`src/hdl/lvn_pkg.sv`:
```
// Shared types, widths and constants of the L2 vector normaliser.
// Used by every module under hdl; depends on nothing else.
package lvn_pkg;

  localparam int MAX_DIM = 1024;
  localparam int DIM_W   = $clog2(MAX_DIM);
  localparam int CNT_W   = $clog2(MAX_DIM + 1);

  localparam int ELEM_W   = 16;
  localparam int FRAC_W   = 12;
  localparam int SQ_W     = 2 * ELEM_W;
  localparam int SQ_CNT_W = $clog2(ELEM_W + 1);
  localparam int SUM_W    = 41;
  localparam int NORM_W   = 21;
  localparam int RAD_W    = 2 * NORM_W;
  localparam int RT_CNT_W = $clog2(NORM_W + 1);

  // Quotient below 4 * one is worked out bit by bit; 4 * one and above saturates.
  localparam int DIV_STEPS = FRAC_W + 2;
  localparam int DV_CNT_W  = $clog2(DIV_STEPS + 1);
  localparam int Q_W       = FRAC_W + 1;
  localparam int ONE_Q12   = 1 << FRAC_W;

  localparam logic CMD_LOAD  = 1'b0;
  localparam logic CMD_DRAIN = 1'b1;

  localparam logic STATUS_OK    = 1'b0;
  localparam logic STATUS_EMPTY = 1'b1;

  typedef struct packed {
    logic                     command;
    logic signed [ELEM_W-1:0] element;
    logic                     last;
  } lvn_in_t;

  typedef struct packed {
    logic signed [ELEM_W-1:0] value;
    logic                     final_res;
    logic                     status;
  } lvn_out_t;

  typedef enum logic [2:0] {
    ST_IDLE,
    ST_SQUARE,
    ST_ROOT_GO,
    ST_ROOT,
    ST_READ,
    ST_DIV
  } lvn_state_t;

endpackage

```
`src/hdl/lvn_isqrt.sv`:
```
// Digit-recurrence floor square root: two radicand bits, one root bit a cycle.
// Depends on lvn_pkg for the sum and norm widths.
module lvn_isqrt (
  input  logic                       clk,
  input  logic                       rst,
  input  logic                       start,
  input  logic [lvn_pkg::SUM_W-1:0]  radicand,
  output logic                       done,
  output logic [lvn_pkg::NORM_W-1:0] root
);
  import lvn_pkg::*;

  logic [RAD_W-1:0]    rad;
  logic [NORM_W+1:0]   rem;
  logic [RT_CNT_W-1:0] cnt;
  logic                running;
  logic [NORM_W+3:0]   rs;
  logic [NORM_W+3:0]   trial;
  logic                fits;

  assign rs    = {rem, rad[RAD_W-1 -: 2]};
  assign trial = {2'b00, root, 2'b01};
  assign fits  = rs >= trial;

  always_ff @(posedge clk) begin
    if (rst) begin
      running <= 1'b0;
      done    <= 1'b0;
      cnt     <= '0;
    end else begin
      done <= 1'b0;
      if (start) begin
        running <= 1'b1;
        cnt     <= RT_CNT_W'(NORM_W);
      end else if (running) begin
        cnt <= cnt - 1'b1;
        if (cnt == RT_CNT_W'(1)) begin
          running <= 1'b0;
          done    <= 1'b1;
        end
      end
    end
  end

  always_ff @(posedge clk) begin
    if (start) begin
      rad  <= RAD_W'(radicand);
      rem  <= '0;
      root <= '0;
    end else if (running) begin
      rad  <= {rad[RAD_W-3:0], 2'b00};
      rem  <= fits ? (NORM_W+2)'(rs - trial) : rs[NORM_W+1:0];
      root <= {root[NORM_W-2:0], fits};
    end
  end

endmodule

```
`config.mk`:
```
export PLATFORM = sky130hd
export DESIGN_NAME = lvn_isqrt
export DESIGN_NICKNAME = d
export VERILOG_FILES = /design/src/hdl/lvn_pkg.sv /design/src/hdl/lvn_isqrt.sv
export SDC_FILE = /design/constraint.sdc
export NUM_CORES = 1
export LEC_CHECK = 0
export BUFFER_PORTS_ARGS = -buffer_cell sky130_fd_sc_hd__buf_2
export CAP_MARGIN = 20
export CORE_MARGIN = 2
export CORE_UTILIZATION = 60
export DETAILED_ROUTE_END_ITERATION = 16
export PLACE_DENSITY = 0.85
export SLEW_MARGIN = 5
export SYNTH_ARGS = -nofsm -noshare
export SYNTH_HDL_FRONTEND = slang
export SYNTH_SLANG_ARGS = --single-unit
```
`constraint.sdc`:
```
create_clock -name clk -period 7.8 [get_ports clk]
set_input_delay 2.34 -clock clk [delete_from_list [all_inputs] [get_ports clk]]
set_output_delay 2.34 -clock clk [all_outputs]
set_load 0.005 [all_outputs]
```
==> results.toml <==
[outcome]
status = "finished, final reports clean"

[grt]
grt_max_degree = 55
grt_overflow_total = 0
track_usage_pct = 22.3
grt_pass1_wl_um = 15700
antenna_found_initial = 0
grt_pass1_vias = 3377

[worst_setup_path]
path_cells = "buf_2, buf_4, nor2_1, inv_1, buf_4"
cp_max_fo = 50
crit_family = "buffers and inverters"
crit_path_start_kind = "input pin"
slowest_delay_ns = 0.69
cp_common_cell = "buf_4"
arrival_ns = 4.32
cp.required_ns = 7.82
critPathCaptureType = "register"
worstSetupPathType = "input pin to register"
cp_num_buf_inv = 4
critPathSlowestCell = "buf_2"

[cts]
root_buffer = "clkbuf_8"
cts_tree = "built"
cts_num_sinks = 93
hold_buffers = 0
cts_resized = 0
post-cts-setup-buffer-count = 0
clk_latency_ns = 0.37
cts.path.max_buffers = 2
numCtsBuffers = 9
htreeDepth = 3
clkTransAtPathRegs_ns = 0.10

[power]
combPwrFrac_pct = 37.7
pwr-share-clk_pct = 22.8
powerDensity_nw_per_um2 = 266
ir_drop_mv = 0.155
power_switching_uw = 525
total_power_uw = 1500
internal_power_uw = 976
swShare_pct = 35.0
seqPwrFrac_pct = 39.6
p_leak_uw = 0.00235

[timing]
period_needed_ns = 4.30
rsz0062_at_grt = "false"
tightest_slew_ns = 0.935
setup_viol = 0
worst_slack_ns = 3.50
finalSetupTns_ns = 0
relSlewSlack_pct = 37.4
fmax_mhz = 232
drv_slew = 0
fin_skew_ns = 0.0152
fin_crit_sh_pct = 55.2
hold_viol = 0

[drt]
drc = 0
wl_um = 9650
via_per_inst = 5.66
post_drt_wl_per_cell_um = 14.9
dr_total_vias = 3660
first_iter_violations = 257
ant_nets = 0
first_pass_iters = 4

[synth]
synth_edf_count = 41
yosysMostFrequentCell = "nor2_1"
synth_ff_type = "dfxtp_1"
async_reset_ff_share_pct = 0
synth_cells = 482
synth-seq-cells = 93
synth_seq_area_share_pct = 44.9
netlist_area_um2 = 5060
synth_common_cells = "nor2_1, dfxtp_1, edfxtp_1"
synth.largest_area_cell = "edfxtp_1"
synth_area_leaders = "edfxtp_1, dfxtp_1, mux2_2, mux2i_1, ha_1"
syn_area_per_cell_um2 = 10.5
synth_nets = 551
ys_types = 57
ys_warn_count = 0
synth_top_area_share_pct = 24.3

[placed_design]
post-place-cells = 631
dp_slack_ns = 3.09
port_buffers = 65
gp_congestion = 0.924
hpwl_um = 6800

[die]
die_x_um = 95.8
dieHeight_um = 95.8
fp.dieArea_um2 = 9190
rows = 33
core_um2 = 8220
num_io_pins = 66
start_util_pct = 61.6

[final_layout]
fin_util_pct = 68.6
final_nets = 606
finalNonFillerCells = 647
diodes = 0
drive_gt1_share_pct = 24.9
fill_cells = 614
syn2layout_area_growth_pct = 11.3

[min_path]
hold_class = "register to register"

[flow_run]
drv_cap = 0
-- registers in the layout, summed over array words and instances, names as in the netlist --
signal   count
rad         42
rem         23
root        21
cnt          5
done         1
running      1
-- final timing paths --
path,slack [ns],start,cells after the start,to
worst max-delay path,3.50,start,5,rad[22]
worst min-delay path,0.50,rad[39],2,rad[41]
worst max register to register,4.46,root[1],10,rem[13]
worst min register to register,0.50,rad[39],2,rad[41]
-- logic make-up after synthesis --
logic type	count (synthesis)	synth area share, %
multiplexers	78	16.4
XOR/XNOR	24	4.15
buffers and inverters	56	4.62
AND/OR/NAND/NOR	116	10.4
AO/OA/AOI/OAI	90	13.4
adder cells (fa/ha/maj)	25	6.18
flip-flops	93	44.9
-- cell type report --
class	instances	area, µm²	area share [%]
multi-input combinational	333	2550	45.3
sequential	93	2270	40.3
timing repair buffer	68	348	6.17
tap	105	131	2.33
clock buffer	9	124	2.20
inverter	32	120	2.13
clock inverter	7	83.8	1.49
-- power by group through the flow --
stage	sequential [µW]	combinational, µW	clock (µW)
3_3_place_gp	601	541	0
3_5_place_dp	604	557	0
4_1_cts	593	563	346
2_1_floorplan	591	478	0
5_1_grt	598	623	364
6_report	594	565	341
-- placed cells by master (no fill, tap or decap), types with 5 or more instances in the layout --
master    netlist  final
edfxtp_1       41     41
dfxtp_1        52     51
nor3_1          7      7
ha_1           25     25
mux2_2         40     40
clkbuf_8        0      9
nor2_1         62     62
a211oi_1       18     18
xor2_1         12     12
nand2_1        16     16
inv_1          32     32
nand2b_1        6      6
buf_2           3     65
o21ai_0        11     11
nand3_1         5      5
xnor2_1        12     12
mux2i_1        37     37
a21oi_1        23     23
-- stage by stage --
step | hold WS [ns] | cell area (µm²)
after floorplan | 0.457 | 5060
after CTS | 0.508 | 5640
after global routing | 0.515 | 5640
final | 0.504 | 5640
after global placement | 0.473 | 5430
after detailed placement | 0.496 | 5430
-- per-layer routing --
metal | vias up | track usage [%] | routed length [µm]
met5 | - | 0 | 0
met4 | 0 | 8.69 | 134
met3 | 9 | 4.70 | 416
met2 | 86 | 35.7 | 4740
met1 | 1723 | 29.6 | 4360
li1 | 1842 | - | -
-- worst min-delay path, stage by stage, from the launching register on --
cell and delay (ns):
edfxtp_1 0.33, mux2i_1 0.06, nor2_1 0.08
Power figures use the tool's default switching activity.
