$ cat src/hdl/lvn_pkg.sv
// Shared types, widths and constants of the L2 vector normaliser.
// Used by every module under hdl; depends on nothing else.
package lvn_pkg;

  localparam int MAX_DIM = 1024;
  localparam int DIM_W   = $clog2(MAX_DIM);
  localparam int CNT_W   = $clog2(MAX_DIM + 1);

  localparam int ELEM_W   = 16;
  localparam int FRAC_W   = 12;
  localparam int SQ_W     = 2 * ELEM_W;
  localparam int SQ_CNT_W = $clog2(ELEM_W + 1);
  localparam int SUM_W    = 41;
  localparam int NORM_W   = 21;
  localparam int RAD_W    = 2 * NORM_W;
  localparam int RT_CNT_W = $clog2(NORM_W + 1);

  // Quotient below 4 * one is worked out bit by bit; 4 * one and above saturates.
  localparam int DIV_STEPS = FRAC_W + 2;
  localparam int DV_CNT_W  = $clog2(DIV_STEPS + 1);
  localparam int Q_W       = FRAC_W + 1;
  localparam int ONE_Q12   = 1 << FRAC_W;

  localparam logic CMD_LOAD  = 1'b0;
  localparam logic CMD_DRAIN = 1'b1;

  localparam logic STATUS_OK    = 1'b0;
  localparam logic STATUS_EMPTY = 1'b1;

  typedef struct packed {
    logic                     command;
    logic signed [ELEM_W-1:0] element;
    logic                     last;
  } lvn_in_t;

  typedef struct packed {
    logic signed [ELEM_W-1:0] value;
    logic                     final_res;
    logic                     status;
  } lvn_out_t;

  typedef enum logic [2:0] {
    ST_IDLE,
    ST_SQUARE,
    ST_ROOT_GO,
    ST_ROOT,
    ST_READ,
    ST_DIV
  } lvn_state_t;

endpackage

$ cat src/hdl/lvn_div.sv
// Restoring divider for (mag * one) / norm, one quotient bit a cycle,
// with an early exit to the saturated value. Depends on lvn_pkg.
module lvn_div (
  input  logic                       clk,
  input  logic                       rst,
  input  logic                       start,
  input  logic [lvn_pkg::ELEM_W-1:0] mag,
  input  logic [lvn_pkg::NORM_W-1:0] divisor,
  output logic                       done,
  output logic [lvn_pkg::Q_W-1:0]    quot
);
  import lvn_pkg::*;

  logic [NORM_W-1:0]    dvs;
  logic [NORM_W-1:0]    rem;
  logic [DIV_STEPS-1:0] low;
  logic [DIV_STEPS-1:0] q;
  logic [DV_CNT_W-1:0]  cnt;
  logic                 running;
  logic                 sat_hit;
  logic [NORM_W:0]      rs;
  logic                 ge;

  // quotient reaches 4 * one exactly when mag >= 4 * divisor
  assign sat_hit = (NORM_W+2)'(mag) >= {divisor, 2'b00};
  assign rs      = {rem, low[DIV_STEPS-1]};
  assign ge      = rs >= {1'b0, dvs};

  always_ff @(posedge clk) begin
    if (rst) begin
      running <= 1'b0;
      done    <= 1'b0;
      cnt     <= '0;
    end else begin
      done <= 1'b0;
      if (start) begin
        running <= !sat_hit;
        done    <= sat_hit;
        cnt     <= DV_CNT_W'(DIV_STEPS);
      end else if (running) begin
        cnt <= cnt - 1'b1;
        if (cnt == DV_CNT_W'(1)) begin
          running <= 1'b0;
          done    <= 1'b1;
        end
      end
    end
  end

  always_ff @(posedge clk) begin
    if (start) begin
      dvs <= divisor;
      rem <= NORM_W'(mag[ELEM_W-1:2]);
      low <= DIV_STEPS'({mag[1:0], FRAC_W'(0)});
      q   <= sat_hit ? DIV_STEPS'(ONE_Q12) : '0;
    end else if (running) begin
      rem <= ge ? NORM_W'(rs - {1'b0, dvs}) : rs[NORM_W-1:0];
      low <= {low[DIV_STEPS-2:0], 1'b0};
      q   <= {q[DIV_STEPS-2:0], ge};
    end
  end

  assign quot = (q > DIV_STEPS'(ONE_Q12)) ? Q_W'(ONE_Q12) : q[Q_W-1:0];

endmodule

$ cat config.mk
export PLATFORM = sky130hd
export DESIGN_NAME = lvn_div
export DESIGN_NICKNAME = d
export VERILOG_FILES = /design/src/hdl/lvn_pkg.sv /design/src/hdl/lvn_div.sv
export SDC_FILE = /design/constraint.sdc
export NUM_CORES = 1
export LEC_CHECK = 0
export ABC_AREA = 1
export BUFFER_PORTS_ARGS = -buffer_cell sky130_fd_sc_hd__buf_2
export CORE_ASPECT_RATIO = 0.5
export CORE_MARGIN = 8
export CORE_UTILIZATION = 60
export DETAILED_ROUTE_END_ITERATION = 8
export PLACE_DENSITY_LB_ADDON = 0.2
export SLEW_MARGIN = 25
export SYNTH_ARGS = -nofsm -noshare
export SYNTH_HDL_FRONTEND = slang
export SYNTH_SLANG_ARGS = --single-unit
$ cat constraint.sdc
create_clock -name clk -period 3 [get_ports clk]
set_input_delay 0.15 -clock clk [delete_from_list [all_inputs] [get_ports clk]]
set_output_delay 0.15 -clock clk [all_outputs]
set_load 0.02 [all_outputs]
==> results of run 1 <==
-- placed cells by master, fill, tap and decap left out, types with 3 or more instances in the layout --
cell       count
dfxtp_1       13
edfxtp_1      51
nand3_2       10
nand3_1       48
inv_2          3
nor2_4         3
nor2_2         4
nand3b_1      19
o21ai_0        6
nand2_2        8
nor3_1         8
clkbuf_16     10
buf_2         53
nor2_1        54
buf_4          4
xnor2_1        9
nand4_1       14
ha_1          37
clkinv_1       3
nand2_1      210
inv_1        138
a21oi_1       19
-- per-stage QoR --
stage	cells	utilization	setup slack (ps)
2_1_floorplan	685	-	966
3_3_place_gp	840	0.660	565
3_5_place_dp	840	0.660	558
4_1_cts	856	0.703	491
5_1_grt	856	0.703	265
6_report	856	0.703	473
-- metal layers --
layer	global-route usage	wire [um]
met2	0.361	5660
met1	0.322	6240
met5	0	0
met3	0.0639	1110
met4	0.0433	117
-- state kept, by name (all words and copies together) (netlist names) --
register and flops:
q 14, dvs 21, rem 21, running 1, cnt 4, done 1
low 2
-- where the power goes --
| group | total [mW] | switching, mW | internal [mW] |
|---|---|---|---|
| clock network | 1.18 | 0.377 | 0.800 |
| logic | 0.842 | 0.554 | 0.289 |
| registers | 1.08 | 0.0341 | 1.05 |
| total | 3.10 | 0.965 | 2.14 |
-- kinds of logic after synthesis --
logic type,Yosys count,synth area share
buf+inv,158,0.129
flops,64,0.363
compound gates,32,0.0357
xor+xnor,10,0.0177
simple gates,383,0.357
fa+ha+maj,38,0.0978
-- worst max-delay path: cells and delay by family, from the launching register on --
family / cells / cell delay, ps
and+or+nand+nor: 8 / 1050
DFF: 1 / 400
adders and majority gates: 1 / 370
buffers and inverters: 2 / 320
AOI/OAI and AO/OA: 1 / 90
-- cell type report --
type,count,area (um2),share of cell area
inverter,144,541,0.0961
tap,112,140,0.0249
clock buffer,12,268,0.0476
sequential,64,1790,0.319
clock inverter,4,75.1,0.0134
timing repair buffer,57,295,0.0525
multi-input combinational,463,2510,0.447
-- worst max-delay path by stage --
stage                 startpoint           endpoint  slack [ps]  cells after the start
2_1_floorplan   dvs[0]$_DFFE_PP_  rem[10]$_DFFE_PP_         970                     13
3_3_place_gp    rem[6]$_DFFE_PP_   rem[0]$_DFFE_PP_         570                     12
3_5_place_dp    rem[5]$_DFFE_PP_   rem[0]$_DFFE_PP_         560                     12
4_1_cts         rem[5]$_DFFE_PP_   rem[0]$_DFFE_PP_         490                     12
5_1_grt        dvs[17]$_DFFE_PP_   rem[0]$_DFFE_PP_         260                     13
6_report        rem[5]$_DFFE_PP_   rem[0]$_DFFE_PP_         470                     12
==> summary.txt, run 1 <==
STA
  – Slew Limit Fails: 0
  – RSZ-0062 raised after global routing: false
  – Final Hold Fails: 0
  – Hold slack: around 14 ps
  – Final TNS setup: 0 ps
  – Finish-stage setup viols: 0
  – Fin crit share: 0.842
  – Fmax: approximately 400 MHz
  – Clock Skews: 5.93 ps
  – Fin crit period: ~2500 ps
  – Actual slew at the worst max-slew pin: between 800 and 900 ps
  – Relative slew slack: 0.465

Global routing
  – Antenna violations before repair: 0
  – Vias in the first global route: 4307
  – GR Util All Layers: 0.233
  – Grt ovf: 0
  – First-pass GRT wire length: approximately 21000 um
  – Largest net degree at the start of global routing: between 40 and 50

Routing
  – Post-route ant nets: 0
  – DR iter-0 viols: ~330
  – 1st-pass router iterations: 5
  – Via count: roughly 4500
  – Via density per instance: 5.25
  – Final WL: ~13000 um
  – DR WL/cell: 15.3 um
  – Drc violations: 0

Floorplan
  – I/O pin cnt: 54
  – Die area: approximately 12000 um2
  – Die Span Y: roughly 80 um
  – Row count: 23
  – Initial core utilization: 0.617
  – Die X: ~140 um
  – CORE AREA: approximately 8000 um2

Layout
  – Fill cells: around 690
  – NumNets Final: roughly 820
  – Ant. Diodes: 0
  – Post-route design area: about 5600 um2
  – Area delta synth->final: 13.8%
  – Layout cell share with drive strength beyond 1: 0.141

Clock network
  – Worst-skew pair later-pin latency: between 300 and 400 ps
  – Root buf cell: clkbuf_16
  – Post-CTS Hold Fix Bufs: 0
  – H-tree levels: 3
  – Clk pin slew, worst setup/hold paths: ~50 ps
  – CTS resizes: 0
  – Postcts setup bufs: 0
  – Bufs on Longest Clock Path: 2
  – Clock sink count: between 60 and 70
  – CTS tree: built
  – Inserted Clock Buffers: 9

Synthesis
  – Synth Area per Inst: just over 7 um2
  – Synth cell count leaders: nand2_1, inv_1, nor2_1
  – Yosys top cell by area: edfxtp_1
  – Synth area leaders: edfxtp_1, nand2_1, inv_1
  – Synthesized Nets: 763
  – Ys async rst share: 0
  – Area of the mapped netlist: between 4000 and 5000 um2
  – Yosys reg bits: 64
  – Synth top area share: 0.310
  – Synth Warn #: 0
  – Count leader, synth: nand2_1
  – Post-synth EDFFs: 51
  – Synth cell types: 36
  – Sequential area share after synthesis: 0.363
  – Post-synthesis cell count: ~690
  – Prevailing post-synth register cell: edfxtp_1

Placed design
  – Area after DPL: about 5300 um2
  – Port Buffers: 53
  – Placer Congestion: approximately 0.91
  – Hpwl dp: 10200 um

Worst setup path
  – CP max-delay cell: edfxtp_1
  – Internal reg-to-reg setup slack: 470 ps
  – Critical Path End Type: register
  – Reg-to-Reg End: rem[0]$_DFFE_PP_
  – CP Max Fanout: 15
  – Kind of critical path: reg -> reg
  – Worst Reg-to-Reg Cells: 12
  – Reg2Reg Launch Point: rem[5]$_DFFE_PP_
  – CP Data Arrival Time: about 2600 ps
  – Worst stage delay on the critical path: roughly 400 ps
  – Required @ worst endpoint: around 3000 ps
  – Worst-path cell chain: ha_1 -> nand2_1 -> inv_1 -> nand2_1 -> nor2_1 -> nand2_2 -> nor2_4 -> nor2_4 -> buf_4 -> nand3_1 -> nand3_1 -> o21ai_0
  – Startpoint Class: register

Worst hold path
  – Worst hold endpoint: dvs[3]$_DFFE_PP_
  – Hold_sp: divisor[3]
  – Hold path cells: 1
  – Hold Crit Class: in -> reg

Power
  – Tot Pwr: 3.10 mW
  – Pleak: roughly 3 nW
  – Cell Pwr Density: about 550 nW/um2
  – Max VDD drop: 346 uV

Outcome
  – Status: complete, no violations

Job
  – Max Cap Viol: 0
Note: power is estimated with default switching activity, not from simulation.
==> run 2: changes to the inputs <==
- ABC_AREA: 1 -> 0
- CORE_UTILIZATION: 60 -> 59
- clock period: 3 -> 2.55 ns (I/O delays scaled with it)
==> run 2 against run 1 <==
  * The flow now finishes with violations (setup timing)
  * Clock-buffer cell count fell by 3
  * Global-route usage shrank 2.9 points
  * Fmax is 8.9% lower
  * First-iteration DRC count decreased by 23%
  * Area after synthesis is 13% lower
  * Via count is 17% lower
  * Synthesized cell count fell by 35%
  * Utilization is 7.7 points higher
  * Worst hold slack better by 14 ps
  * Flip-flop and latch count unchanged
  * Combinational power increased by 43%
  * Critical endpoint is now rem[4]$_DFFE_PP_
==> summary.txt, run 2 <==
Outcome
  – Status: complete, but fails checks
  – Failing checks: setup timing

Worst hold path
  – Hold path cells: 2 (+1)
  – Hold Crit Class: in -> reg

Placed design
  – Port Buffers: 53 (unchanged)
  – Placer Congestion: 0.883 (-3.4%)
  – Hpwl dp: 7390 um (-28%)
  – Placed insts: 610 (-27%)

Layout
  – Fill cells: 480 (-30%)
  – Layout cell share with drive strength beyond 1: 0.250 (+0.108)
  – Ant. Diodes: 0 (unchanged)
  – Commonest cells after routing, fill and taps aside: buf_2, edfxtp_1, inv_1, buf_4, ha_1
  – Area delta synth->final: 30.9%
  – NumNets Final: 634 (-22%)
  – Post-Layout Cell Count: 657 (-23%)
  – Largest registers: dvs (21), rem (21), q (14)
  – Leading cell type in the layout, fill and taps excluded: buf_2

Synthesis
  – Post-synthesis cell count: 444 (-35%)
  – Synth cell types: 58 (+61%)
  – Yosys top cell by area: edfxtp_1
  – Yosys reg bits: 64 (unchanged)
  – Area of the mapped netlist: 4280 um2 (-13%)
  – Count leader, synth: edfxtp_1
  – Synth Area per Inst: 9.64 um2 (+34%)
  – Synth cell count leaders: edfxtp_1, inv_1, ha_1
  – Post-synth EDFFs: 51 (unchanged)
  – Synth area leaders: edfxtp_1, ha_1, dfxtp_1
  – Synth top area share: 0.358 (+0.0478)
  – Synthesized Nets: 522 (-32%)
  – Synth Warn #: 0 (unchanged)
  – Sequential area share after synthesis: 0.419 (+0.0559)
  – Prevailing post-synth register cell: edfxtp_1
  – Ys async rst share: 0 (unchanged)

Routing
  – Via density per instance: 5.66 (+7.7%)
  – Final WL: 10500 um (-20%)
  – Drc violations: 0 (unchanged)
  – DR iter-0 viols: 252 (-23%)
  – DR WL/cell: 15.9 um (+3.7%)
  – Via count: 3719 (-17%)
  – Post-route ant nets: 0 (unchanged)
  – 1st-pass router iterations: 5 (unchanged)

Worst setup path
  – Worst stage delay on the critical path: 410 ps (about the same)
  – Required @ worst endpoint: 2640 ps (-410 ps)
  – CP Data Arrival Time: 2860 ps (+290 ps)
  – Delay-heaviest family, CP: compound AO/OA/AOI/OAI gates
  – CP max-delay cell: edfxtp_1
  – Worst-path cell chain: inv_2 -> ha_4 -> fa_2 -> nor2b_2 -> o31a_1 -> o311a_1 -> o41ai_2 -> and2_4 -> buf_6 -> a2111oi_1 -> a221o_1
  – Critical Path End Type: register
  – Worst Reg-to-Reg Cells: 11 (-1)
  – CP bufs+invs: 2 (unchanged)
  – CP Max Fanout: 5 (-10)
  – Critical path depth: 11 (-1)
  – Startpoint Class: register
  – Kind of critical path: reg -> reg

STA
  – Finish-stage setup viols: 22 (+22)
  – Final WS setup: -223 ps (-696 ps)
  – Clock Skews: 4.46 ps (-1.47 ps)
  – Final Hold Fails: 0 (unchanged)
  – RSZ-0062 raised after global routing: true
  – Slew Limit Fails: 0 (unchanged)
  – Fin crit period: 2770 ps (+246 ps)
  – Relative slew slack: 0.491 (+0.0268)
  – Fmax: 361 MHz (-8.9%)
  – Fin crit share: 1.09 (+0.245)
  – Hold slack: 28.4 ps (+14.1 ps)
  – Actual slew at the worst max-slew pin: 761 ps (-38.9 ps)

Clock network
  – CTS tree: built
  – Clock sink count: 64 (unchanged)
  – Root buf cell: clkbuf_16
  – Inserted Clock Buffers: 9 (unchanged)
  – Bufs on Longest Clock Path: 2 (unchanged)
  – H-tree levels: 3 (unchanged)
  – Clk pin slew, worst setup/hold paths: 60 ps (about the same)
  – Worst-skew pair later-pin latency: 340 ps (about the same)

Global routing
  – Antenna violations before repair: 0 (unchanged)
  – First-pass GRT wire length: 17000 um (-19%)
  – Vias in the first global route: 3612 (-16%)
  – Grt ovf: 0 (unchanged)
  – GR Util All Layers: 0.204 (-0.0288)
  – Largest net degree at the start of global routing: 54 (+13%)

Job
  – Max Cap Viol: 0 (unchanged)

Floorplan
  – Die area: 10400 um2 (-10%)
  – Row count: 22 (-4.3%)
  – Die Span Y: 76.2 um (-4.9%)
  – Die X: 136 um (-5.4%)
  – I/O pin cnt: 54 (unchanged)
  – CORE AREA: 7180 um2 (-10%)
  – Initial core utilization: 0.596 (-0.0217)

Power
  – Cell Pwr Density: 703 nW/um2 (+27%)
  – Max VDD drop: 659 uV (+90%)
  – Pleak: 2.52 nW (-15%)
==> run 2: cells by family after synthesis <==
| kind of cell | after synthesis | synth area share |
|---|---|---|
| buffers and inverters | 68 | 0.0672 |
| multiplexers | 6 | 0.0149 |
| AND/OR/NAND/NOR | 149 | 0.188 |
| flip-flops | 64 | 0.419 |
| adder cells (fa/ha/maj) | 38 | 0.113 |
| AO/OA/AOI/OAI | 102 | 0.164 |
| XOR/XNOR | 17 | 0.0348 |
==> run 2: worst paths after layout <==
check                                            end  slack (ps)                  from
worst max register to register      rem[4]$_DFFE_PP_        -220     low[13]$_DFFE_PP_
worst max-delay path                rem[4]$_DFFE_PP_        -220     low[13]$_DFFE_PP_
worst min-delay path             cnt[1]$_SDFFE_PP0P_          30                   rst
worst min register to register  rem[18]$_SDFFE_PP0P_         520  rem[18]$_SDFFE_PP0P_
==> run 2: layout make-up <==
cell class              count  area [um2]  share of cell area
well taps                  96         120              0.0214
multi-input cells         312        2270               0.405
clock inverters             7         119              0.0212
repair buffers            122         900               0.161
flip-flops and latches     64        1790               0.320
clock buffers               9         225              0.0402
inverters                  47         176              0.0315
==> run 2: metrics by stage <==
stage / utilization / area (um2) / TNS [ps] / total power, mW / setup slack, ps
4_1_cts: 0.770 / 5530 / -1900 / 3.89 / -148
2_1_floorplan: - / 4290 / -699 / 2.02 / -157
6_report: 0.780 / 5600 / -3480 / 3.94 / -223
3_5_place_dp: 0.677 / 4860 / -4000 / 2.38 / -274
5_1_grt: 0.780 / 5600 / -5760 / 4.13 / -327
3_3_place_gp: 0.677 / 4860 / -1380 / 2.36 / -144
==> run 2: power breakdown <==
group          total, mW  switching [mW]  internal [mW]
Combinational       1.20           0.628          0.574
Clock               1.42           0.464          0.955
Sequential          1.32          0.0657           1.25
Total               3.94            1.16           2.78
==> run 2: what timing repair did <==
action,in CTS,in global routing
gates cloned,2,0
hold endpoints to repair,21,0
buffers inserted,4,4
setup endpoints to repair,22,23
hold buffers,21,0
pin swaps,5,3
resized for setup,12,11
==> run 2: per-layer routing <==
metal,GRT usage,routed length [um],part of all wire,vias up
met5,0,0,0,-
met4,0.0609,141,0.013,0
met3,0.0579,714,0.068,16
li1,-,-,-,1851
met2,0.315,4770,0.46,126
met1,0.272,4830,0.46,1726
==> run 2: worst register-to-register path: stages, from the launching register on <==
cell and delay [ps]:
edfxtp_1 410, inv_2 80, ha_4 130, fa_2 210, nor2b_2 50, o31a_1 270
o311a_1 380, o41ai_2 280, and2_4 240, buf_6 120, a2111oi_1 60, a221o_1 290
