## config.mk

```make
export PLATFORM = sky130hd
export DESIGN_NAME = lvn_square
export DESIGN_NICKNAME = d
export VERILOG_FILES = /design/src/hdl/lvn_pkg.sv /design/src/hdl/lvn_square.sv
export SDC_FILE = /design/constraint.sdc
export NUM_CORES = 1
export LEC_CHECK = 0
export BUFFER_PORTS_ARGS = -buffer_cell sky130_fd_sc_hd__buf_2
export CAP_MARGIN = 10
export CORE_MARGIN = 10
export CORE_UTILIZATION = 56
export DETAILED_ROUTE_END_ITERATION = 10
export PLACE_DENSITY = 0.8
export SYNTH_ARGS = -nofsm -noshare
export SYNTH_HDL_FRONTEND = slang
export SYNTH_SLANG_ARGS = --single-unit
```

## constraint.sdc

```tcl
create_clock -name clk -period 2.7 [get_ports clk]
set_input_delay 0.27 -clock clk [delete_from_list [all_inputs] [get_ports clk]]
set_output_delay 0.27 -clock clk [all_outputs]
set_load 0.01 [all_outputs]
```

## src/hdl/lvn_pkg.sv

```systemverilog
// Shared types, widths and constants of the L2 vector normaliser.
// Used by every module under hdl; depends on nothing else.
package lvn_pkg;

  localparam int MAX_DIM = 1024;
  localparam int DIM_W   = $clog2(MAX_DIM);
  localparam int CNT_W   = $clog2(MAX_DIM + 1);

  localparam int ELEM_W   = 16;
  localparam int FRAC_W   = 12;
  localparam int SQ_W     = 2 * ELEM_W;
  localparam int SQ_CNT_W = $clog2(ELEM_W + 1);
  localparam int SUM_W    = 41;
  localparam int NORM_W   = 21;
  localparam int RAD_W    = 2 * NORM_W;
  localparam int RT_CNT_W = $clog2(NORM_W + 1);

  // Quotient below 4 * one is worked out bit by bit; 4 * one and above saturates.
  localparam int DIV_STEPS = FRAC_W + 2;
  localparam int DV_CNT_W  = $clog2(DIV_STEPS + 1);
  localparam int Q_W       = FRAC_W + 1;
  localparam int ONE_Q12   = 1 << FRAC_W;

  localparam logic CMD_LOAD  = 1'b0;
  localparam logic CMD_DRAIN = 1'b1;

  localparam logic STATUS_OK    = 1'b0;
  localparam logic STATUS_EMPTY = 1'b1;

  typedef struct packed {
    logic                     command;
    logic signed [ELEM_W-1:0] element;
    logic                     last;
  } lvn_in_t;

  typedef struct packed {
    logic signed [ELEM_W-1:0] value;
    logic                     final_res;
    logic                     status;
  } lvn_out_t;

  typedef enum logic [2:0] {
    ST_IDLE,
    ST_SQUARE,
    ST_ROOT_GO,
    ST_ROOT,
    ST_READ,
    ST_DIV
  } lvn_state_t;

endpackage

```

## src/hdl/lvn_square.sv

```systemverilog
// Bit-serial squarer: shift-and-add over one multiplier bit per cycle.
// Depends on lvn_pkg for the element and product widths.
module lvn_square (
  input  logic                       clk,
  input  logic                       rst,
  input  logic                       start,
  input  logic [lvn_pkg::ELEM_W-1:0] mag,
  output logic                       done,
  output logic [lvn_pkg::SQ_W-1:0]   sq
);
  import lvn_pkg::*;

  logic [ELEM_W:0]   acc;
  logic [ELEM_W-1:0] mq;
  logic [ELEM_W-1:0] mcand;
  logic [SQ_CNT_W-1:0] cnt;
  logic              running;
  logic [ELEM_W:0]   part;

  assign part = acc + (mq[0] ? {1'b0, mcand} : '0);

  always_ff @(posedge clk) begin
    if (rst) begin
      running <= 1'b0;
      done    <= 1'b0;
      cnt     <= '0;
    end else begin
      done <= 1'b0;
      if (start) begin
        running <= 1'b1;
        cnt     <= SQ_CNT_W'(ELEM_W);
      end else if (running) begin
        cnt <= cnt - 1'b1;
        if (cnt == SQ_CNT_W'(1)) begin
          running <= 1'b0;
          done    <= 1'b1;
        end
      end
    end
  end

  always_ff @(posedge clk) begin
    if (start) begin
      acc   <= '0;
      mq    <= mag;
      mcand <= mag;
    end else if (running) begin
      // shift the partial product right, low bit drops into the multiplier register
      acc <= {1'b0, part[ELEM_W:1]};
      mq  <= {part[0], mq[ELEM_W-1:1]};
    end
  end

  assign sq = {acc[ELEM_W-1:0], mq};

endmodule

```

==> results.md, run 1 <==
- Area share of the largest cell type after synthesis: 32.3%
- Post-synthesis xor/xnor area fraction: 3.83%
- WL/cell: 16.1 um
- Period utilization: 91.3%
- Maximum clock rate: 0.406 GHz
- TritonCTS clock tree: built
- First-pass GRT wire length: between 10 and 15 mm
- Post-CTS sizing: 0
- CTS max path bufs: 2
- Register area: 1420 um2
- Fin cells: 388
- Cell Pwr Density: 574 nW/um2
- Slew Viols, Final: 0
- Minimum clock period: 2.47 ns
- Netlist cell types: 55
- Residual DRC count: 0
- Status: complete, no violations
- # Max-Cap Violations: 0
- RSZ-0062 raised after global routing: false
- Antenna diodes: 0
- Avg Cell Area, Syn: 11.2 um2
- Synth Instances: 266
- Peak supply drop: 0.435 mV
- Top post-synthesis cells by area: edfxtp_1 (32%), dfxtp_1 (15%), ha_1 (7.6%)
- Number of global-route vias before repair: 2230
- Worst-Margin Slew: 0.597 ns
- Setup crit start kind: flop
- H-tree depth: 2
- Multiplexer area fraction after synthesis: 8.42%
- Port bufs: 51
- Routed Antenna Nets: 0
- Layout cells sized above 1: about 28%
- WP data arrival: 2.66 ns
- Crit-path max FO: 6
- Antenna violations before repair: 0
- Initial Utilization: ~58%
- Die height: 92.8 um
- Fin nets: 355
- Quantity of hold-fixing buffers added after cts: 0
- Final wirelength: roughly 6.2 mm
- Top_reg_cell synth: edfxtp_1
- Slew HR: 60.2%
- DP Cell Count: 380
- Synth Net Count: 304
- Synth async-reset ratio: 0%
- Clk_lat worst skew: 0.31 ns
- GRT Util Overall: around 15%
- Syn. warnings: 0
- Clock slew at reported path FFs: 0.10 ns
- Main combinational cell family by area after synthesis: simple AND/OR/NAND/NOR gates
- Layout Skew: 0.00439 ns
- Initial drt markers: 134
- Syn Std Cell Area: 2970 um2
- Clock Sinks: 55
- Setup repair bufs after CTS: 0
- Register area share after synthesis: 47.8%
- Fill cells: 413
- Setup TNS: 0 ns
- Dominant cell type by area after synthesis: edfxtp_1
- Vias: 2180
- Largest net degree at the start of global routing: 36
- Worst setup margin: 0.235 ns
- Overflow left after global routing: 0
- Core Box Area: 5140 um2
- DIE AREA: 8620 um2
- Post-place setup slack: between 0.2 and 0.25 ns
- Adder-cell share of the synthesized area: around 8.3%
- Final Hold Fails: 0
- Drt pass-1 iters: 4
- Placer Congestion: ~0.9
- Total CTS buffers: 5
- Post-synthesis simple-gate area fraction: 15.0%
- Vias per cell: 5.62
- Post-synth EDFFs: 32
- Synth cell count leaders: edfxtp_1 (32), dfxtp_1 (23), nand2_1 (20)
- Final setup fails: 0
- Yosys reg bits: 55
- Most frequent cell after synthesis: edfxtp_1
- Chip width: 92.8 um
- LEAKAGE: 0.00138 uW
- Synth Area in Compound Gates: 14.5%
- Area grow syn2layout: 15.0%
- Type of destination of the critical path: flop
- Multi-input gate area: 1490 um2
- Dpl hpwl: a little under 5 mm
- CTS Root Cell: clkbuf_8
- Min-Delay Path Class: in -> reg
- Num ports: 52
- CP Class: reg -> reg
- WP data required: 2.90 ns
- Cell row count: 26
registers in the layout, summed over array words and instances (netlist names):
register and flops:
acc 16, running 1, mq 16, done 1
mcand 16, cnt 5
kinds of logic after synthesis:
group | count (synthesis)
DFF | 55
adders and majority gates | 19
buffers and inverters | 16
muxes | 23
and+or+nand+nor | 84
AOI/OAI and AO/OA | 56
xor gates and xnor gates | 13
stage by stage:
| step | instance area (um2) | utilization [%] | power [uW] | hold slack [ns] |
|---|---|---|---|---|
| 2_1_floorplan | 2970 | - | 1300 | 0.342 |
| 3_5_place_dp | 3310 | 64.3 | 1440 | 0.461 |
| 5_1_grt | 3420 | 66.5 | 2060 | 0.131 |
| 6_report | 3420 | 66.5 | 1960 | 0.143 |
| 3_3_place_gp | 3310 | 64.3 | 1430 | 0.458 |
| 4_1_cts | 3420 | 66.5 | 1980 | 0.139 |
final timing paths:
| check | startpoint | end | slack [ns] | depth (start not counted) |
|---|---|---|---|---|
| worst min-delay path | mag[9] | mcand[9] | 0.14 | 1 |
| worst min register to register | acc[10] | acc[10] | 0.50 | 2 |
| worst max-delay path | mq[0] | acc[9] | 0.23 | 8 |
| worst max register to register | mq[0] | acc[9] | 0.23 | 8 |
where the power goes:
part	total (uW)	switching (uW)	leakage [uW]	internal, uW
clock	544	267	0.0000562	277
combinational	411	232	0.000813	179
sequential	1010	40.1	0.000506	967
total	1960	539	0.00138	1420
cell type report:
class | instances | area share [%]
tap | 70 | 2.56
sequential | 55 | 41.6
timing repair buffer | 54 | 8.49
inverter | 6 | 0.659
clock buffer | 5 | 2.01
multi-input combinational | 195 | 43.4
clock inverter | 3 | 1.24
metal layers:
layer  wire [um]  track usage, %
met1        2750            18.3
met2        2910            24.1
met3         457            5.49
met4         132            5.40
met5           0               0
worst max-delay path, cell delays in order (launching register included):
cell and delay (ns):
edfxtp_1 0.44, and2_1 0.17, ha_1 0.22, fa_1 0.41, a21o_1 0.23, a221oi_4 0.43
o221ai_1 0.22, xnor2_1 0.17, o21ai_1 0.07
placed cells by master, fill, tap and decap left out, drive strengths merged, types with 3 or more instances in the layout:
cell type,count
and2,17
mux2,16
mux2i,7
inv,7
a211oi,4
clkbuf,5
a21o,3
o21a,3
a21oi,16
nor2,19
nand2,20
o21ai,8
xnor2,9
o211ai,5
nor2b,3
buf,54
nand2b,4
nand4,3
dfxtp,23
xor2,4
edfxtp,32
ha,18
nor4b,3
nor3,6
Power figures use the tool's default switching activity.
==> run 2: changes to the inputs <==
--- a/config.mk
+++ b/config.mk
@@ -7,7 +7,8 @@
 export LEC_CHECK = 0
 export BUFFER_PORTS_ARGS = -buffer_cell sky130_fd_sc_hd__buf_2
 export CAP_MARGIN = 10
-export CORE_MARGIN = 10
+export CORE_ASPECT_RATIO = 0.6
+export CORE_MARGIN = 2
 export CORE_UTILIZATION = 56
 export DETAILED_ROUTE_END_ITERATION = 10
 export PLACE_DENSITY = 0.8
==> results.md, run 2 (synthesis gave the netlist of run 1 again) <==
- Cell row count: 20 (-23%)
- Initial drt markers: 148 (+10%)
- Placer Congestion: 0.914 (-1.5%)
- Quantity of hold-fixing buffers added after cts: 0 (unchanged)
- Commonest non-fill, non-tap cell in the layout: buf_2
- Layout cells sized above 1: 28.5% (+0.54 points)
- Setup crit start kind: flop
- Clock slew at reported path FFs: 0.11 ns (about the same)
- Period utilization: 92.1% (+0.76 points)
- Dpl hpwl: 4.85 mm (+0.65%)
- Setup TNS: 0 ns (unchanged)
- LEAKAGE: 0.00137 uW (-0.68%)
- Cell Pwr Density: 563 nW/um2 (-2.0%)
- CP Class: reg -> reg
- Worst setup margin: 0.214 ns (-0.0206 ns)
- CTS Root Cell: clkbuf_8
- Post-CTS sizing: 0 (unchanged)
- DIE AREA: 5920 um2 (-31%)
- Slew HR: 57.9% (-2.3 points)
- Overflow left after global routing: 0 (unchanged)
- Minimum clock period: 2.49 ns (+0.0206 ns)
- Clk_lat worst skew: 0.31 ns (about the same)
- Peak supply drop: 0.306 mV (-30%)
- Layout Skew: 0.00504 ns (+0.000645 ns)
- Total CTS buffers: 5 (unchanged)
- H-tree depth: 2 (unchanged)
- CP cell instances: buf_4 > and2_1 > fa_1 > a21o_1 > a221oi_4 > o221ai_1 > xnor2_1 > o21ai_1
- Num ports: 52 (unchanged)
- Core Box Area: 5080 um2 (-1.2%)
- TritonCTS clock tree: built
- Post-place setup slack: 0.265 ns (+0.0265 ns)
- WP data required: 2.90 ns (about the same)
- GRT Util Overall: 22.1% (+7.0 points)
- Critical path's slowest cell: fa_1
- Number of global-route vias before repair: 2054 (-7.9%)
- Initial Utilization: 58.5% (+0.68 points)
- Most frequent cells in the layout: buf_2 (51), edfxtp_1 (32), dfxtp_1 (23), nand2_1 (20), nor2_1 (19)
- Antenna diodes: 0 (unchanged)
- Routed Antenna Nets: 0 (unchanged)
- WL/cell: 16.5 um (+2.5%)
- Chip width: 98.0 um (+5.6%)
- Largest net degree at the start of global routing: 34 (-5.6%)
- First-pass GRT wire length: 10.2 mm (-4.8%)
- Reg2Reg Launch Point: mq[0]
- Slowest cell delay on critical path: 0.44 ns (about the same)
- Drt pass-1 iters: 4 (unchanged)
- Type of destination of the critical path: flop
- WP data arrival: 2.69 ns (+0.03 ns)
- RSZ-0062 raised after global routing: false
- Worst-Margin Slew: 0.631 ns (+0.0344 ns)
- Vias per cell: 5.73 (+1.9%)
- Residual DRC count: 0 (unchanged)
- Setup repair bufs after CTS: 0 (unchanged)
- Final wirelength: 6.35 mm (+1.7%)
- Final Hold Fails: 0 (unchanged)
- Status: complete, no violations
- Vias: 2205 (+1.1%)
- Crit-path max FO: 16 (+10)
- Clock Sinks: 55 (unchanged)
- CTS max path bufs: 2 (unchanged)
- Port bufs: 51 (unchanged)
- Registers with the most flip-flops: acc x16, mcand x16, mq x16
- Final setup fails: 0 (unchanged)
- Slew Viols, Final: 0 (unchanged)
- Antenna violations before repair: 0 (unchanged)
- Maximum clock rate: 0.402 GHz (-0.83%)
- Worst Setup SP: mq[0]
- Fin nets: 356 (+0.28%)
- Die height: 60.4 um (-35%)
- Min-Delay Path Class: in -> reg
- Beginning of the worst hold path: mag[6]
- Area grow syn2layout: 14.2%
- # Max-Cap Violations: 0 (unchanged)
==> run 2: cell types whose count changed in the layout (fill, tap and decap cells not counted), sizes merged <==
cell	before	now
clkinv	1	0
clkinvlp	0	1
buf	54	55
bufinv	1	0
inv	7	8
==> run 2: layout make-up <==
class / instances / area [um2]
sequential: 55 / 1420
inverter: 6 / 22.5
timing repair buffer: 55 / 285
multi-input combinational: 195 / 1490
clock inverter: 3 / 27.5
clock buffer: 5 / 68.8
fill: 405 / 1690
tap: 66 / 82.6
==> run 2: layer usage <==
metal / vias to the layer above / global-route usage [%] / wire (um)
li1: 1088 / - / -
met3: 6 / 5.88 / 495
met4: 0 / 3.57 / 42
met5: - / 0 / 0
met1: 1029 / 32.8 / 3160
met2: 82 / 33.6 / 2660
==> run 2: per-stage QoR <==
step | utilization, % | instances | power (uW) | area [um2] | hold slack [ns]
after CTS | 66.8 | 385 | 1920 | 3390 | 0.139
after global routing | 66.8 | 385 | 2000 | 3390 | 0.130
final | 66.8 | 385 | 1910 | 3390 | 0.139
after global placement | 64.9 | 377 | 1430 | 3300 | 0.461
after floorplan | - | 266 | 1300 | 2970 | 0.342
after detailed placement | 64.9 | 377 | 1440 | 3300 | 0.463
==> run 2: worst max-delay path: cells and delay by family, from the launching register on <==
| kind | cells | cell delay, ns |
|---|---|---|
| compound gates | 4 | 0.97 |
| xor+xnor | 1 | 0.19 |
| fa+ha+maj | 1 | 0.44 |
| buf+inv | 1 | 0.20 |
| flops | 1 | 0.40 |
| simple gates | 1 | 0.18 |
==> run 2: final timing paths <==
| kind | endpoint | slack, ns | depth (start not counted) |
|---|---|---|---|
| worst min-delay path | mcand[6] | 0.14 | 1 |
| worst max-delay path | acc[9] | 0.21 | 8 |
| worst max register to register | acc[9] | 0.21 | 8 |
| worst min register to register | acc[10] | 0.49 | 2 |
==> run 2: report_power, final <==
part	internal [uW]	switching, uW	total (uW)	leakage, uW
sequential	968	40.5	1010	0.000506
combinational	178	238	416	0.000814
clock	193	293	486	0.0000467
==> run 3: changes to the inputs <==
--- a/config.mk
+++ b/config.mk
@@ -5,13 +5,14 @@
 export SDC_FILE = /design/constraint.sdc
 export NUM_CORES = 1
 export LEC_CHECK = 0
-export BUFFER_PORTS_ARGS = -buffer_cell sky130_fd_sc_hd__buf_2
+export BUFFER_PORTS_ARGS = -buffer_cell sky130_fd_sc_hd__clkbuf_2
 export CAP_MARGIN = 10
 export CORE_ASPECT_RATIO = 0.6
 export CORE_MARGIN = 2
 export CORE_UTILIZATION = 56
 export DETAILED_ROUTE_END_ITERATION = 10
 export PLACE_DENSITY = 0.8
+export REMOVE_ABC_BUFFERS = 1
 export SYNTH_ARGS = -nofsm -noshare
 export SYNTH_HDL_FRONTEND = slang
 export SYNTH_SLANG_ARGS = --single-unit
==> results.md, run 3 (synthesis gave the netlist of run 1 again) <==
- Status: complete, no violations
- Minimum clock period: 2.56 ns (+0.0713 ns)
- Slew Viols, Final: 0 (unchanged)
- FF-to-FF End: acc[9]
- Largest net degree at the start of global routing: 54 (+59%)
- Layout Skew: 0.00870 ns (+0.00366 ns)
- Design area: 3440 um2 (+1.4%)
- Commonest non-fill, non-tap cell in the layout: clkbuf_2
- R2R cell count: 8 (unchanged)
- Setup crit start kind: flop
- Routed Antenna Nets: 0 (unchanged)
- CTS Root Cell: clkbuf_8
- Register area: 1420 um2 (unchanged)
- Placer Congestion: 0.954 (+4.4%)
- Initial drt markers: 185 (+25%)
- Clock Sinks: 55 (unchanged)
- Quantity of hold-fixing buffers added after cts: 0 (unchanged)
- RSZ-0062 raised after global routing: false
- Multi-input gate area: 1490 um2 (unchanged)
- Worst-Margin Slew: 0.612 ns (-0.0187 ns)
- Cell Pwr Density: 562 nW/um2 (-0.24%)
- Area grow syn2layout: 15.8%
- Setup TNS: 0 ns (unchanged)
- H-tree depth: 2 (unchanged)
- Die height: 60.4 um (unchanged)
- Residual DRC count: 0 (unchanged)
- WP data arrival: 2.77 ns (+0.08 ns)
- CP Class: reg -> reg
- WP data required: 2.91 ns (about the same)
- Clk_lat worst skew: 0.32 ns (about the same)
- Peak supply drop: 0.330 mV (+7.9%)
- Final Hold Fails: 0 (unchanged)
- Fin nets: 360 (+1.1%)
- Final wirelength: 6.32 mm (-0.54%)
- Worst R2R Setup Slack: 0.14 ns (-0.07 ns)
- Port bufs: 51 (unchanged)
- Core Box Area: 5080 um2 (unchanged)
- Clock slew at reported path FFs: 0.11 ns (about the same)
- LEAKAGE: 0.00139 uW (+1.5%)
- DIE AREA: 5920 um2 (unchanged)
- Maximum clock rate: 0.391 GHz (-2.8%)
- Initial Utilization: 58.5% (unchanged)
- Slew HR: 59.1% (+1.2 points)
- Placement Cell Area: 3300 um2 (+0.15%)
- Num ports: 52 (unchanged)
- Reg2Reg Launch Point: mq[0]
- Vias per cell: 5.73 (about the same)
- Min-Delay Path Class: in -> reg
- Period utilization: 94.7% (+2.6 points)
- CTS max path bufs: 2 (unchanged)
- Layout cells sized above 1: 29.4% (+0.89 points)
- TritonCTS clock tree: built
- Hold depth: 1 (unchanged)
- Setup repair bufs after CTS: 0 (unchanged)
- Antenna violations before repair: 0 (unchanged)
- Antenna diodes: 0 (unchanged)
- Type of destination of the critical path: flop
- Beginning of the worst hold path: mag[1]
- Fill cells: 407 (+0.49%)
- Total CTS buffers: 5 (unchanged)
- Chip width: 98.0 um (unchanged)
- Most frequent cells in the layout: clkbuf_2 (51), edfxtp_1 (32), dfxtp_1 (23), nand2_1 (20), nor2_1 (19)
- Hold Path End: mcand[1]
- Cell row count: 20 (unchanged)
- Final setup fails: 0 (unchanged)
- Post-CTS sizing: 0 (unchanged)
- WL/cell: 16.2 um (-1.6%)
- # Max-Cap Violations: 0 (unchanged)
- Crit-path max FO: 5 (-11)
- Number of global-route vias before repair: 1908 (-7.1%)
- Dpl hpwl: 4.60 mm (-5.1%)
- First-pass GRT wire length: 9.96 mm (-2.3%)
- Drt pass-1 iters: 4 (unchanged)
- Vias: 2228 (+1.0%)
- Overflow left after global routing: 0 (unchanged)
- GRT Util Overall: 21.9% (-0.17 points)
- Registers with the most flip-flops: acc x16, mcand x16, mq x16
-- run 3: cell count changes in the layout (fill, tap and decap cells not counted), sizes merged --
cell,change
clkbuf,+51
buf,-47
clkinv,+2
clkinvlp,-1
inv,-1
-- run 3: layer usage --
metal  part of all wire (%)  routed length [um]  GRT usage, %
met5                      0                   0             0
met4                   0.85                  54          4.76
met3                    9.4                 597          7.14
met2                     40                2500          30.2
met1                     50                3170          33.6
-- run 3: how the worst max path moves through the flow --
stage                      from      to
after floorplan           mq[0]  acc[9]
after global routing      mq[0]  acc[9]
after CTS                 mq[0]  acc[9]
final                     mq[0]  acc[9]
after global placement    mq[0]  acc[9]
after detailed placement  mq[0]  acc[9]
-- run 3: cell type report --
cell class	count	area share [%]
multi-input cells	195	43.1
flip-flops and latches	55	41.3
repair buffers	59	9.52
well taps	66	2.40
clock buffers	5	2.00
clock inverters	3	0.981
inverters	6	0.654
-- run 3: critical path, stage by stage, from the launching register on --
cell	delay, ns
edfxtp_1	0.44
and2_1	0.17
ha_1	0.24
fa_1	0.43
a21o_1	0.25
a221oi_4	0.38
o221ai_1	0.23
xnor2_1	0.22
o21ai_1	0.08
-- run 3: power breakdown --
part | switching [uW] | internal (uW)
registers | 43.1 | 968
clock network | 300 | 196
logic | 242 | 184
-- run 3: stage by stage --
step | instances | hold WS [ns] | power (uW) | utilization, % | setup WS [ns]
2_1_floorplan | 256 | 0.342 | 1290 | - | 0.297
3_3_place_gp | 376 | 0.464 | 1430 | 65.0 | 0.283
3_5_place_dp | 376 | 0.464 | 1440 | 65.0 | 0.0822
4_1_cts | 384 | 0.131 | 1940 | 67.0 | 0.0218
5_1_grt | 389 | 0.123 | 2030 | 67.8 | 0.0573
6_report | 389 | 0.135 | 1930 | 67.8 | 0.143
